## src/rtl/pafa_pkg.sv

```systemverilog
// Shared types, widths and saturation helpers for the polygon area frame average block.
// No dependencies; imported by the channel interfaces and by the top level.
package pafa_pkg;

  localparam int unsigned COORD_WIDTH_DEF = 24;
  localparam int unsigned ACC_W           = 64;
  localparam int unsigned OUT_W           = 56;
  localparam int unsigned PC_W            = 16;
  localparam int unsigned FC_W            = 20;
  localparam int unsigned DIV_W           = 20;
  localparam int unsigned CNT_W           = $clog2(ACC_W);
  localparam int unsigned CFG_ADDR_W      = 3;
  localparam int unsigned CFG_DATA_W      = 32;

  // Register index, taken from paddr bit 2
  localparam logic REG_POLYGON_COUNT = 1'b0;
  localparam logic REG_FRAME_COUNT   = 1'b1;

  typedef enum logic [3:0] {
    ST_IDLE,
    ST_EDGE_P1,
    ST_EDGE_P2,
    ST_EDGE_SUB,
    ST_EDGE_ACC,
    ST_CLS_P1,
    ST_CLS_P2,
    ST_CLS_SUB,
    ST_CLS_ACC,
    ST_FRM_ACC,
    ST_FDIV_LD,
    ST_DIV,
    ST_DIV_END,
    ST_RUN_ACC,
    ST_RDIV_LD,
    ST_OUT
  } pafa_state_t;

  // Signed add, clamp to the 64-bit limits on overflow
  function automatic logic signed [ACC_W-1:0] sat_add(input logic signed [ACC_W-1:0] a,
                                                      input logic signed [ACC_W-1:0] b);
    logic signed [ACC_W-1:0] s;
    s = a + b;
    if ((a[ACC_W-1] == b[ACC_W-1]) && (s[ACC_W-1] != a[ACC_W-1])) begin
      s = a[ACC_W-1] ? {1'b1, {(ACC_W-1){1'b0}}} : {1'b0, {(ACC_W-1){1'b1}}};
    end
    return s;
  endfunction

  // Clamp a 64-bit value to the signed 56-bit output range
  function automatic logic signed [OUT_W-1:0] sat_out(input logic signed [ACC_W-1:0] v);
    logic signed [OUT_W-1:0] r;
    if ((&v[ACC_W-1:OUT_W-1]) || !(|v[ACC_W-1:OUT_W-1])) begin
      r = v[OUT_W-1:0];
    end else if (v[ACC_W-1]) begin
      r = {1'b1, {(OUT_W-1){1'b0}}};
    end else begin
      r = {1'b0, {(OUT_W-1){1'b1}}};
    end
    return r;
  endfunction

endpackage

```

## src/rtl/pafa_ifs.sv

```systemverilog
// Valid/ready channel interfaces: vertex requests in, frame results out.
// Depends on pafa_pkg for the default coordinate width and the output width.
interface pafa_in_if import pafa_pkg::*; #(
  parameter int unsigned COORD_WIDTH = COORD_WIDTH_DEF
) ();
  logic                          valid;
  logic                          ready;
  logic signed [COORD_WIDTH-1:0] x_coord;
  logic signed [COORD_WIDTH-1:0] y_coord;
  logic                          last_of_polygon;
  logic                          last_of_frame;

  modport source (output valid, x_coord, y_coord, last_of_polygon, last_of_frame,
                  input ready);
  modport sink   (input valid, x_coord, y_coord, last_of_polygon, last_of_frame,
                  output ready);
endinterface

interface pafa_out_if import pafa_pkg::*; ();
  logic                    valid;
  logic                    ready;
  logic signed [OUT_W-1:0] frame_area;
  logic signed [OUT_W-1:0] run_average;
  logic                    run_final;

  modport source (output valid, frame_area, run_average, run_final, input ready);
  modport sink   (input valid, frame_area, run_average, run_final, output ready);
endinterface

```

## src/rtl/polygon_area_frame_average.sv

```systemverilog
// Top level: shoelace polygon area with frame and run averaging.
// Depends on pafa_pkg and the channel interfaces in pafa_ifs.sv.
//
// Usage
//   in_chan carries one vertex per request (signed Q15.8 x/y, last_of_polygon,
//   last_of_frame). out_chan carries one result per frame: the frame's mean
//   polygon area, the run average and run_final. An APB-style port sets
//   polygon_count (address 0) and frame_count (address 4); a zero acts as one.
//   Write the registers only while the block is idle.
// Sequencing
//   One signed multiplier, one saturating 64-bit adder and a radix-2 divider
//   are shared under a sequencer; ready is high only in the idle state.
//   The first vertex of a polygon is only stored. Any other vertex takes two
//   products, a subtract and an accumulate. A polygon's last vertex adds the
//   closing term and the frame accumulate, or just the latter for a lone vertex.
//   A frame's last vertex adds the frame divide (64 quotient bits, one per
//   cycle) and the run accumulate, plus the run divide when it completes the
//   run, plus the load of the result register.
// Reset
//   rst_n is synchronous, active low: clears all sums, the frame counter and
//   the result valid, and sets both divisors to one.
// Stall
//   The result waits in an output register; further vertices are accepted
//   until the next frame result is due, then the sequencer holds.
module polygon_area_frame_average import pafa_pkg::*; #(
  parameter int unsigned COORD_WIDTH = COORD_WIDTH_DEF
) (
  input  logic                  clk,
  input  logic                  rst_n,
  pafa_in_if.sink               in_chan,
  pafa_out_if.source            out_chan,
  input  logic                  cfg_psel,
  input  logic                  cfg_penable,
  input  logic                  cfg_pwrite,
  input  logic [CFG_ADDR_W-1:0] cfg_paddr,
  input  logic [CFG_DATA_W-1:0] cfg_pwdata,
  output logic [CFG_DATA_W-1:0] cfg_prdata,
  output logic                  cfg_pready
);

  localparam int unsigned PROD_W = 2 * COORD_WIDTH;
  localparam logic [CNT_W-1:0] DIV_LAST = CNT_W'(ACC_W - 1);

  // ---------------------------------------------------------------- config
  logic [PC_W-1:0] pc_r;
  logic [FC_W-1:0] fc_r;
  logic            cfg_wr;
  logic [PC_W-1:0] pc_eff;
  logic [FC_W-1:0] fc_eff;

  assign cfg_pready = 1'b1;
  assign cfg_wr     = cfg_psel && cfg_penable && cfg_pwrite && cfg_pready;

  always_ff @(posedge clk) begin
    if (!rst_n) begin
      pc_r <= PC_W'(1);
      fc_r <= FC_W'(1);
    end else if (cfg_wr) begin
      unique case (cfg_paddr[2])
        REG_POLYGON_COUNT: pc_r <= cfg_pwdata[PC_W-1:0];
        REG_FRAME_COUNT:   fc_r <= cfg_pwdata[FC_W-1:0];
        default: ;
      endcase
    end
  end

  always_comb begin
    unique case (cfg_paddr[2])
      REG_POLYGON_COUNT: cfg_prdata = CFG_DATA_W'(pc_r);
      REG_FRAME_COUNT:   cfg_prdata = CFG_DATA_W'(fc_r);
      default:           cfg_prdata = '0;
    endcase
  end

  // A zero divisor behaves as one
  assign pc_eff = (pc_r == '0) ? PC_W'(1) : pc_r;
  assign fc_eff = (fc_r == '0) ? FC_W'(1) : fc_r;

  // ---------------------------------------------------------------- state
  pafa_state_t state_r, state_nxt;
  logic        at_start_r, at_start_nxt;
  logic [FC_W-1:0] fd_r, fd_nxt;
  logic        out_valid_r, out_valid_nxt;

  logic signed [COORD_WIDTH-1:0] first_x_r, first_x_nxt, first_y_r, first_y_nxt;
  logic signed [COORD_WIDTH-1:0] prev_x_r, prev_x_nxt, prev_y_r, prev_y_nxt;
  logic signed [ACC_W-1:0]       poly_r, poly_nxt, frame_r, frame_nxt, run_r, run_nxt;

  logic signed [COORD_WIDTH-1:0] x_r, x_nxt, y_r, y_nxt;
  logic                          end_poly_r, end_poly_nxt, end_frame_r, end_frame_nxt;
  logic signed [ACC_W-1:0]       prod_r, prod_nxt, cross_r, cross_nxt;

  logic [ACC_W-1:0]  quo_r, quo_nxt;
  logic [DIV_W-1:0]  rem_r, rem_nxt, den_r, den_nxt;
  logic [CNT_W-1:0]  cnt_r, cnt_nxt;
  logic              neg_r, neg_nxt, run_div_r, run_div_nxt;

  logic signed [OUT_W-1:0] fa_r, fa_nxt, ra_r, ra_nxt;
  logic                    fin_r, fin_nxt;
  logic signed [OUT_W-1:0] out_fa_r, out_fa_nxt, out_ra_r, out_ra_nxt;
  logic                    out_fin_r, out_fin_nxt;

  // Shared arithmetic
  logic signed [COORD_WIDTH-1:0] mul_a, mul_b;
  logic signed [PROD_W-1:0]      mul_p;
  logic signed [ACC_W-1:0]       add_a, add_b, add_s;
  logic [DIV_W:0]                div_shift;
  logic                          div_ge;
  logic signed [ACC_W-1:0]       quo_signed;
  logic [FC_W-1:0]               fd_inc;
  logic                          fin_now;
  logic                          in_accept;

  assign in_chan.ready = (state_r == ST_IDLE);
  assign in_accept     = in_chan.valid && in_chan.ready;

  // Operand select for the multiplier
  always_comb begin
    unique case (state_r)
      ST_EDGE_P1: begin mul_a = prev_x_r;  mul_b = y_r;       end
      ST_EDGE_P2: begin mul_a = x_r;       mul_b = prev_y_r;  end
      ST_CLS_P1:  begin mul_a = x_r;       mul_b = first_y_r; end
      ST_CLS_P2:  begin mul_a = first_x_r; mul_b = y_r;       end
      default:    begin mul_a = x_r;       mul_b = y_r;       end
    endcase
  end
  assign mul_p = mul_a * mul_b;

  // Operand select for the saturating adder
  always_comb begin
    unique case (state_r)
      ST_EDGE_SUB, ST_CLS_SUB: begin add_a = cross_r; add_b = -prod_r;          end
      ST_EDGE_ACC, ST_CLS_ACC: begin add_a = poly_r;  add_b = cross_r;          end
      ST_FRM_ACC:              begin add_a = frame_r; add_b = poly_r;           end
      ST_RUN_ACC:              begin add_a = run_r;   add_b = ACC_W'(fa_r);     end
      default:                 begin add_a = poly_r;  add_b = '0;               end
    endcase
  end
  assign add_s = sat_add(add_a, add_b);

  // Restoring divider step: one quotient bit a cycle
  assign div_shift  = {rem_r, quo_r[ACC_W-1]};
  assign div_ge     = (div_shift >= {1'b0, den_r});
  assign quo_signed = neg_r ? -quo_r : quo_r;

  assign fd_inc  = fd_r + FC_W'(1);
  assign fin_now = (fd_inc >= fc_eff) || (fd_inc == '0);

  // Sequencer: next state and datapath updates
  always_comb begin
    state_nxt     = state_r;
    at_start_nxt  = at_start_r;
    fd_nxt        = fd_r;
    out_valid_nxt = out_valid_r;
    first_x_nxt   = first_x_r;
    first_y_nxt   = first_y_r;
    prev_x_nxt    = prev_x_r;
    prev_y_nxt    = prev_y_r;
    poly_nxt      = poly_r;
    frame_nxt     = frame_r;
    run_nxt       = run_r;
    x_nxt         = x_r;
    y_nxt         = y_r;
    end_poly_nxt  = end_poly_r;
    end_frame_nxt = end_frame_r;
    prod_nxt      = prod_r;
    cross_nxt     = cross_r;
    quo_nxt       = quo_r;
    rem_nxt       = rem_r;
    den_nxt       = den_r;
    cnt_nxt       = cnt_r;
    neg_nxt       = neg_r;
    run_div_nxt   = run_div_r;
    fa_nxt        = fa_r;
    ra_nxt        = ra_r;
    fin_nxt       = fin_r;
    out_fa_nxt    = out_fa_r;
    out_ra_nxt    = out_ra_r;
    out_fin_nxt   = out_fin_r;

    // Drop the result once it has been taken
    if (out_valid_r && out_chan.ready) begin
      out_valid_nxt = 1'b0;
    end

    unique case (state_r)
      ST_IDLE: begin
        if (in_accept) begin
          x_nxt         = in_chan.x_coord;
          y_nxt         = in_chan.y_coord;
          end_frame_nxt = in_chan.last_of_frame;
          end_poly_nxt  = in_chan.last_of_polygon || in_chan.last_of_frame;
          if (at_start_r) begin
            // Opening vertex: no edge yet; a lone vertex closes to zero area
            first_x_nxt = in_chan.x_coord;
            first_y_nxt = in_chan.y_coord;
            prev_x_nxt  = in_chan.x_coord;
            prev_y_nxt  = in_chan.y_coord;
            if (in_chan.last_of_polygon || in_chan.last_of_frame) begin
              state_nxt = ST_FRM_ACC;
            end else begin
              at_start_nxt = 1'b0;
            end
          end else begin
            state_nxt = ST_EDGE_P1;
          end
        end
      end
      ST_EDGE_P1: begin
        prod_nxt  = ACC_W'(mul_p);
        state_nxt = ST_EDGE_P2;
      end
      ST_EDGE_P2: begin
        cross_nxt = prod_r;
        prod_nxt  = ACC_W'(mul_p);
        state_nxt = ST_EDGE_SUB;
      end
      ST_EDGE_SUB: begin
        cross_nxt = add_s;
        state_nxt = ST_EDGE_ACC;
      end
      ST_EDGE_ACC: begin
        poly_nxt   = add_s;
        prev_x_nxt = x_r;
        prev_y_nxt = y_r;
        if (end_poly_r) begin
          state_nxt = ST_CLS_P1;
        end else begin
          at_start_nxt = 1'b0;
          state_nxt    = ST_IDLE;
        end
      end
      ST_CLS_P1: begin
        prod_nxt  = ACC_W'(mul_p);
        state_nxt = ST_CLS_P2;
      end
      ST_CLS_P2: begin
        cross_nxt = prod_r;
        prod_nxt  = ACC_W'(mul_p);
        state_nxt = ST_CLS_SUB;
      end
      ST_CLS_SUB: begin
        cross_nxt = add_s;
        state_nxt = ST_CLS_ACC;
      end
      ST_CLS_ACC: begin
        poly_nxt  = add_s;
        state_nxt = ST_FRM_ACC;
      end
      ST_FRM_ACC: begin
        frame_nxt    = add_s;
        poly_nxt     = '0;
        at_start_nxt = 1'b1;
        state_nxt    = end_frame_r ? ST_FDIV_LD : ST_IDLE;
      end
      ST_FDIV_LD: begin
        neg_nxt     = frame_r[ACC_W-1];
        quo_nxt     = frame_r[ACC_W-1] ? -frame_r : frame_r;
        den_nxt     = DIV_W'({pc_eff, 1'b0});
        rem_nxt     = '0;
        cnt_nxt     = '0;
        run_div_nxt = 1'b0;
        frame_nxt   = '0;
        state_nxt   = ST_DIV;
      end
      ST_DIV: begin
        rem_nxt = div_ge ? DIV_W'(div_shift - {1'b0, den_r}) : div_shift[DIV_W-1:0];
        quo_nxt = {quo_r[ACC_W-2:0], div_ge};
        cnt_nxt = cnt_r + CNT_W'(1);
        if (cnt_r == DIV_LAST) begin
          state_nxt = ST_DIV_END;
        end
      end
      ST_DIV_END: begin
        if (run_div_r) begin
          ra_nxt    = sat_out(quo_signed);
          state_nxt = ST_OUT;
        end else begin
          fa_nxt    = sat_out(quo_signed);
          state_nxt = ST_RUN_ACC;
        end
      end
      ST_RUN_ACC: begin
        run_nxt = add_s;
        fin_nxt = fin_now;
        if (fin_now) begin
          fd_nxt    = '0;
          state_nxt = ST_RDIV_LD;
        end else begin
          fd_nxt    = fd_inc;
          ra_nxt    = '0;
          state_nxt = ST_OUT;
        end
      end
      ST_RDIV_LD: begin
        neg_nxt     = run_r[ACC_W-1];
        quo_nxt     = run_r[ACC_W-1] ? -run_r : run_r;
        den_nxt     = DIV_W'(fc_eff);
        rem_nxt     = '0;
        cnt_nxt     = '0;
        run_div_nxt = 1'b1;
        run_nxt     = '0;
        state_nxt   = ST_DIV;
      end
      ST_OUT: begin
        // Hold until the output register is free
        if (!out_valid_r || out_chan.ready) begin
          out_valid_nxt = 1'b1;
          out_fa_nxt    = fa_r;
          out_ra_nxt    = ra_r;
          out_fin_nxt   = fin_r;
          state_nxt     = ST_IDLE;
        end
      end
      default: state_nxt = ST_IDLE;
    endcase
  end

  // Control and model state
  always_ff @(posedge clk) begin
    if (!rst_n) begin
      state_r     <= ST_IDLE;
      at_start_r  <= 1'b1;
      fd_r        <= '0;
      out_valid_r <= 1'b0;
      first_x_r   <= '0;
      first_y_r   <= '0;
      prev_x_r    <= '0;
      prev_y_r    <= '0;
      poly_r      <= '0;
      frame_r     <= '0;
      run_r       <= '0;
    end else begin
      state_r     <= state_nxt;
      at_start_r  <= at_start_nxt;
      fd_r        <= fd_nxt;
      out_valid_r <= out_valid_nxt;
      first_x_r   <= first_x_nxt;
      first_y_r   <= first_y_nxt;
      prev_x_r    <= prev_x_nxt;
      prev_y_r    <= prev_y_nxt;
      poly_r      <= poly_nxt;
      frame_r     <= frame_nxt;
      run_r       <= run_nxt;
    end
  end

  // Working payload
  always_ff @(posedge clk) begin
    x_r         <= x_nxt;
    y_r         <= y_nxt;
    end_poly_r  <= end_poly_nxt;
    end_frame_r <= end_frame_nxt;
    prod_r      <= prod_nxt;
    cross_r     <= cross_nxt;
    quo_r       <= quo_nxt;
    rem_r       <= rem_nxt;
    den_r       <= den_nxt;
    cnt_r       <= cnt_nxt;
    neg_r       <= neg_nxt;
    run_div_r   <= run_div_nxt;
    fa_r        <= fa_nxt;
    ra_r        <= ra_nxt;
    fin_r       <= fin_nxt;
    out_fa_r    <= out_fa_nxt;
    out_ra_r    <= out_ra_nxt;
    out_fin_r   <= out_fin_nxt;
  end

  assign out_chan.valid       = out_valid_r;
  assign out_chan.frame_area  = out_fa_r;
  assign out_chan.run_average = out_ra_r;
  assign out_chan.run_final   = out_fin_r;

  // ---------------------------------------------------------------- checks
  // A vertex inside a polygon always starts the edge product sequence
  assert property (@(posedge clk) disable iff (!rst_n)
    in_accept && !at_start_r |=> state_r == ST_EDGE_P1)
    else $error("inner vertex did not start the edge sequence");

  // Folding a polygon into the frame clears the polygon sum and rearms the start
  assert property (@(posedge clk) disable iff (!rst_n)
    state_r == ST_FRM_ACC |=> at_start_r && poly_r == '0)
    else $error("polygon state not cleared after frame accumulate");

  // A run-final result leaves the frame counter and run sum cleared
  assert property (@(posedge clk) disable iff (!rst_n)
    $rose(out_valid_r) && out_fin_r |-> fd_r == '0 && run_r == '0)
    else $error("run not restarted after final result");

endmodule

```

## src/flat_wrapper.sv

```systemverilog
// flat-port wrapper written by rule: the top's interface ports become plain ports
module polygon_area_frame_average_flat import pafa_pkg::*;
#(
  parameter int unsigned COORD_WIDTH = COORD_WIDTH_DEF
)
  (clk, rst_n, cfg_psel, cfg_penable, cfg_pwrite, cfg_paddr, cfg_pwdata, cfg_prdata, cfg_pready, in_chan_valid, in_chan_x_coord, in_chan_y_coord, in_chan_last_of_polygon, in_chan_last_of_frame, in_chan_ready, out_chan_valid, out_chan_frame_area, out_chan_run_average, out_chan_run_final, out_chan_ready);
  pafa_in_if #(.COORD_WIDTH(COORD_WIDTH)) in_chan_i ();
  pafa_out_if out_chan_i ();
  input  logic clk;
  input  logic rst_n;
  input  logic cfg_psel;
  input  logic cfg_penable;
  input  logic cfg_pwrite;
  input  logic [CFG_ADDR_W-1:0] cfg_paddr;
  input  logic [CFG_DATA_W-1:0] cfg_pwdata;
  output logic [CFG_DATA_W-1:0] cfg_prdata;
  output logic cfg_pready;
  input wire logic [$bits(in_chan_i.valid)-1:0] in_chan_valid;
  input wire logic [$bits(in_chan_i.x_coord)-1:0] in_chan_x_coord;
  input wire logic [$bits(in_chan_i.y_coord)-1:0] in_chan_y_coord;
  input wire logic [$bits(in_chan_i.last_of_polygon)-1:0] in_chan_last_of_polygon;
  input wire logic [$bits(in_chan_i.last_of_frame)-1:0] in_chan_last_of_frame;
  output wire logic [$bits(in_chan_i.ready)-1:0] in_chan_ready;
  output wire logic [$bits(out_chan_i.valid)-1:0] out_chan_valid;
  output wire logic [$bits(out_chan_i.frame_area)-1:0] out_chan_frame_area;
  output wire logic [$bits(out_chan_i.run_average)-1:0] out_chan_run_average;
  output wire logic [$bits(out_chan_i.run_final)-1:0] out_chan_run_final;
  input wire logic [$bits(out_chan_i.ready)-1:0] out_chan_ready;
  assign in_chan_i.valid = in_chan_valid;
  assign in_chan_i.x_coord = in_chan_x_coord;
  assign in_chan_i.y_coord = in_chan_y_coord;
  assign in_chan_i.last_of_polygon = in_chan_last_of_polygon;
  assign in_chan_i.last_of_frame = in_chan_last_of_frame;
  assign in_chan_ready = in_chan_i.ready;
  assign out_chan_valid = out_chan_i.valid;
  assign out_chan_frame_area = out_chan_i.frame_area;
  assign out_chan_run_average = out_chan_i.run_average;
  assign out_chan_run_final = out_chan_i.run_final;
  assign out_chan_i.ready = out_chan_ready;
  polygon_area_frame_average #(.COORD_WIDTH(COORD_WIDTH)) u_core (.clk(clk), .rst_n(rst_n), .in_chan(in_chan_i), .out_chan(out_chan_i), .cfg_psel(cfg_psel), .cfg_penable(cfg_penable), .cfg_pwrite(cfg_pwrite), .cfg_paddr(cfg_paddr), .cfg_pwdata(cfg_pwdata), .cfg_prdata(cfg_prdata), .cfg_pready(cfg_pready));
endmodule
```

## config.mk

```make
export PLATFORM = sky130hd
export DESIGN_NAME = polygon_area_frame_average_flat
export DESIGN_NICKNAME = d
export VERILOG_FILES = /design/src/rtl/pafa_pkg.sv /design/src/rtl/pafa_ifs.sv /design/src/rtl/polygon_area_frame_average.sv /design/src/flat_wrapper.sv
export SDC_FILE = /design/constraint.sdc
export NUM_CORES = 2
export LEC_CHECK = 0
export ABC_CLOCK_PERIOD_IN_PS = 28100
export BUFFER_PORTS_ARGS = -buffer_cell sky130_fd_sc_hd__buf_2
export CORE_MARGIN = 2
export CORE_UTILIZATION = 49
export DETAILED_ROUTE_END_ITERATION = 8
export GPL_ROUTABILITY_DRIVEN = 1
export PLACE_DENSITY_LB_ADDON = 0.15
export RECOVER_POWER = 50
export SYNTH_ARGS = -nofsm -noshare
export SYNTH_HDL_FRONTEND = slang
export SYNTH_SLANG_ARGS = --single-unit
```

## constraint.sdc

```tcl
create_clock -name clk -period 28.1 [get_ports clk]
set_clock_uncertainty 0.05 [all_clocks]
set_input_delay 4.215 -clock clk [delete_from_list [all_inputs] [get_ports clk]]
set_output_delay 4.215 -clock clk [all_outputs]
set_load 0.02 [all_outputs]
```

==> results.txt <==
Status: finished, violations left
Failing checks: DRC, capacitance limit, slew limit
Core area: 133000 um^2
Arr. time, crit path: 14.94 ns
Clk sinks: 850
DR WL/cell: 22.1 um
Most used cell, CP: fa_1
Layout cell share with drive strength beyond 1: 7.41%
Num CTS Buffers: 95
CTS resizes: 0
Startpoint type of the worst setup path: register
Overall Global Routing Usage: 28.5%
Final setup viols: 0
Clock buffer depth: 3
Worst Tran Pin Value: 4.40 ns
Post-route cell area: 71100 um^2
Max-Cap Viols: 22
Minimum clock period: 14.57 ns
Worst r2r src: u_core.state_r[0]
CP max stage cell: a21boi_0
DRC: 2
Vias: 52000
Post-CTS Repair Setup Buffers: 0
CP max stage delay: 3.33 ns
Total global routing overflow: 0
Setup slack after layout: 13.53 ns
Fill count: 12200
Global Route met1 Usage: 40.0%
Num ports: 240
First-pass GRT wire length: 302000 um
Final slew viol count: 938
Mapped Avg Cell Area: 9.34 um^2
Post-synth EDFFs: 500
Syn Inst Count: 7018
Rows: 134
Layout area overhead: 8.47%
Number of cells on the worst hold path: 0
Placed Area: 68000 um^2
Fin. Hold Viols: 0
Clock Latency Late Sink: 0.72 ns
Gpl congestion: 0.956
H-tree depth: 3
Primary FF master, synth: edfxtp_1
Worst hold path class: reg -> reg
Setup TNS: 0 ns
ANT cells: 0
Synth cell types: 84
CTS clk-pin slew, worst paths: 0.06 ns
Drt first pass iters: 9
Sequential element share of the synthesized area: 33.6%
Die Y: 370 um
CTS root buffer: clkbuf_16
Maximum fanout along the worst path: 25
Post-route ant nets: 0
Initial core utilization: 49.3%
Place WS: 17.10 ns
Fin crit share: 51.9%
GR Layer Usage met3: 4.02%
Largest net degree at the start of global routing: 98
Vias in the first global route: 50700
Share of the synthesized area in the top cell type: 22.9%
#FFs+latches synth: 850
Yosys warnings: 0
Post-DP HPWL: 148000 um
DRT iter0 DRCs: 5704
RSZ-0062 raised after global routing: no
Post-synthesis cell area: 65600 um^2
Die width: 370 um
Post-synth top area cell: edfxtp_1
Setup Crit Path Kind: reg -> reg
Die area: 137000 um^2
Port Buffers: 212
Post-synthesis async set-or-reset flop share: 0%
Peak Freq: 0.0686 GHz
CP startpoint: u_core.state_r[0]
Max-slew headroom: -193%
Hold buffers post-CTS: 0
R2R cell count: 31
GR Util met2: 44.4%
Worst setup EP type: register
Most crowded layer after global routing: met2
Synth area leaders: edfxtp_1, fa_1, dfxtp_1
CTS tree: built
Hold_sp: u_core.ra_r[31]
Nets: 7937
CP required: 28.47 ns
Initial antenna violation count: 2
Routed wire length: 195000 um
Vias/cell: 5.88
## worst paths after layout
path / end / slack, ns
worst min register to register: u_core.out_chan.run_average[31] / 0.37
worst max-delay path: u_core.prod_r[46] / 13.53
worst max register to register: u_core.prod_r[46] / 13.53
worst min-delay path: u_core.out_chan.run_average[31] / 0.37
## cell usage in the layout (no fill, tap or decap), drive strengths merged, types with 23 or more instances in the layout
cell type and instances:
a22oi 127, a22o 74, o21ai 442, a31oi 69
xnor2 159, ha 243, fa 610, or2 24
nand2b 45, a222oi 114, nand3 97, mux2i 31
nand4 38, o21a 23, nand2 1089, xor2 207
inv 694, and2 65, dfxtp 350, buf 229
nor3 65, nor4 39, o31ai 77, nor2b 26
nor2 540, or4 35, or3 52, clkbuf 191
o41ai 33, edfxtp 500, a21oi 353, clkinv 30
a21o 115
## synthesized netlist by cell type, drive strengths merged, types with 31 or more instances
library cell / instances
xor2: 207
o31ai: 77
dfxtp: 350
inv: 688
o21ai: 442
nand3: 97
nor3: 65
xnor2: 159
a22oi: 127
a31oi: 69
fa: 610
or3: 52
a22o: 74
nand4: 38
buf: 54
clkbuf: 370
o41ai: 33
ha: 243
edfxtp: 500
mux2i: 31
and2: 65
nand2: 1089
a21o: 115
nor2: 540
or4: 35
nand2b: 45
nor4: 39
a222oi: 114
a21oi: 353
## metal layers
metal  vias to the layer above  share of wire, %
met5                         -             0.014
met2                      2097                45
met4                         4               4.1
met3                       332               7.9
li1                      24000                 -
met1                     25500                43
## kinds of logic after synthesis
group                      synth area share (%)
AOI/OAI and AO/OA                          16.4
xor gates and xnor gates                   4.89
adders and majority gates                  23.3
buffers and inverters                      6.56
DFF                                        33.6
muxes                                     0.800
other                                    0.0115
and+or+nand+nor                            14.5
## final cells by class
type	instances	area [um^2]	area share, %
inverters	691	2600	3.65
clock inverters	49	629	0.885
multi-input cells	5064	39400	55.5
flip-flops and latches	850	22000	31.0
well taps	1768	2210	3.11
repair buffers	290	1520	2.14
clock buffers	130	2690	3.79
## per-stage QoR
step                util, %  cells  hold WS, ns
floorplan                 -   7029        0.350
global placement       51.1   8663        0.355
detailed placement     51.1   8663        0.355
CTS                    53.6   8842        0.368
global route           53.4   8842        0.374
finish                 53.4   8842        0.366
## worst max-delay path, delay by kind of cell, from the launching register on
family | cells | cell delay [ns]
fa+ha+maj | 8 | 4.30
buf+inv | 9 | 3.22
simple gates | 8 | 1.92
compound gates | 5 | 4.30
xor+xnor | 1 | 0.17
flops | 1 | 0.30
## state kept, by name (all words and copies together), names as in the netlist, 6 cells and up
| name | count |
|---|---|
| u_core.ra_r | 56 |
| u_core.rem_r | 20 |
| u_core.pc_r | 16 |
| u_core.cnt_r | 6 |
| u_core.prev_x_r | 24 |
| u_core.quo_r | 64 |
| u_core.poly_r | 64 |
| u_core.prev_y_r | 24 |
| u_core.prod_r | 48 |
| u_core.y_r | 24 |
| u_core.x_r | 24 |
| u_core.frame_r | 64 |
| u_core.fa_r | 56 |
| u_core.fd_r | 20 |
| u_core.first_y_r | 24 |
| u_core.den_r | 20 |
| u_core.out_chan.run_average | 56 |
| u_core.fc_r | 20 |
| u_core.run_r | 64 |
| u_core.cross_r | 64 |
| u_core.out_chan.frame_area | 56 |
| u_core.first_x_r | 24 |
Power is left out: the tool's default activity adds up to more than one toggle a clock period on the data nets, which glitch-free logic cannot reach.
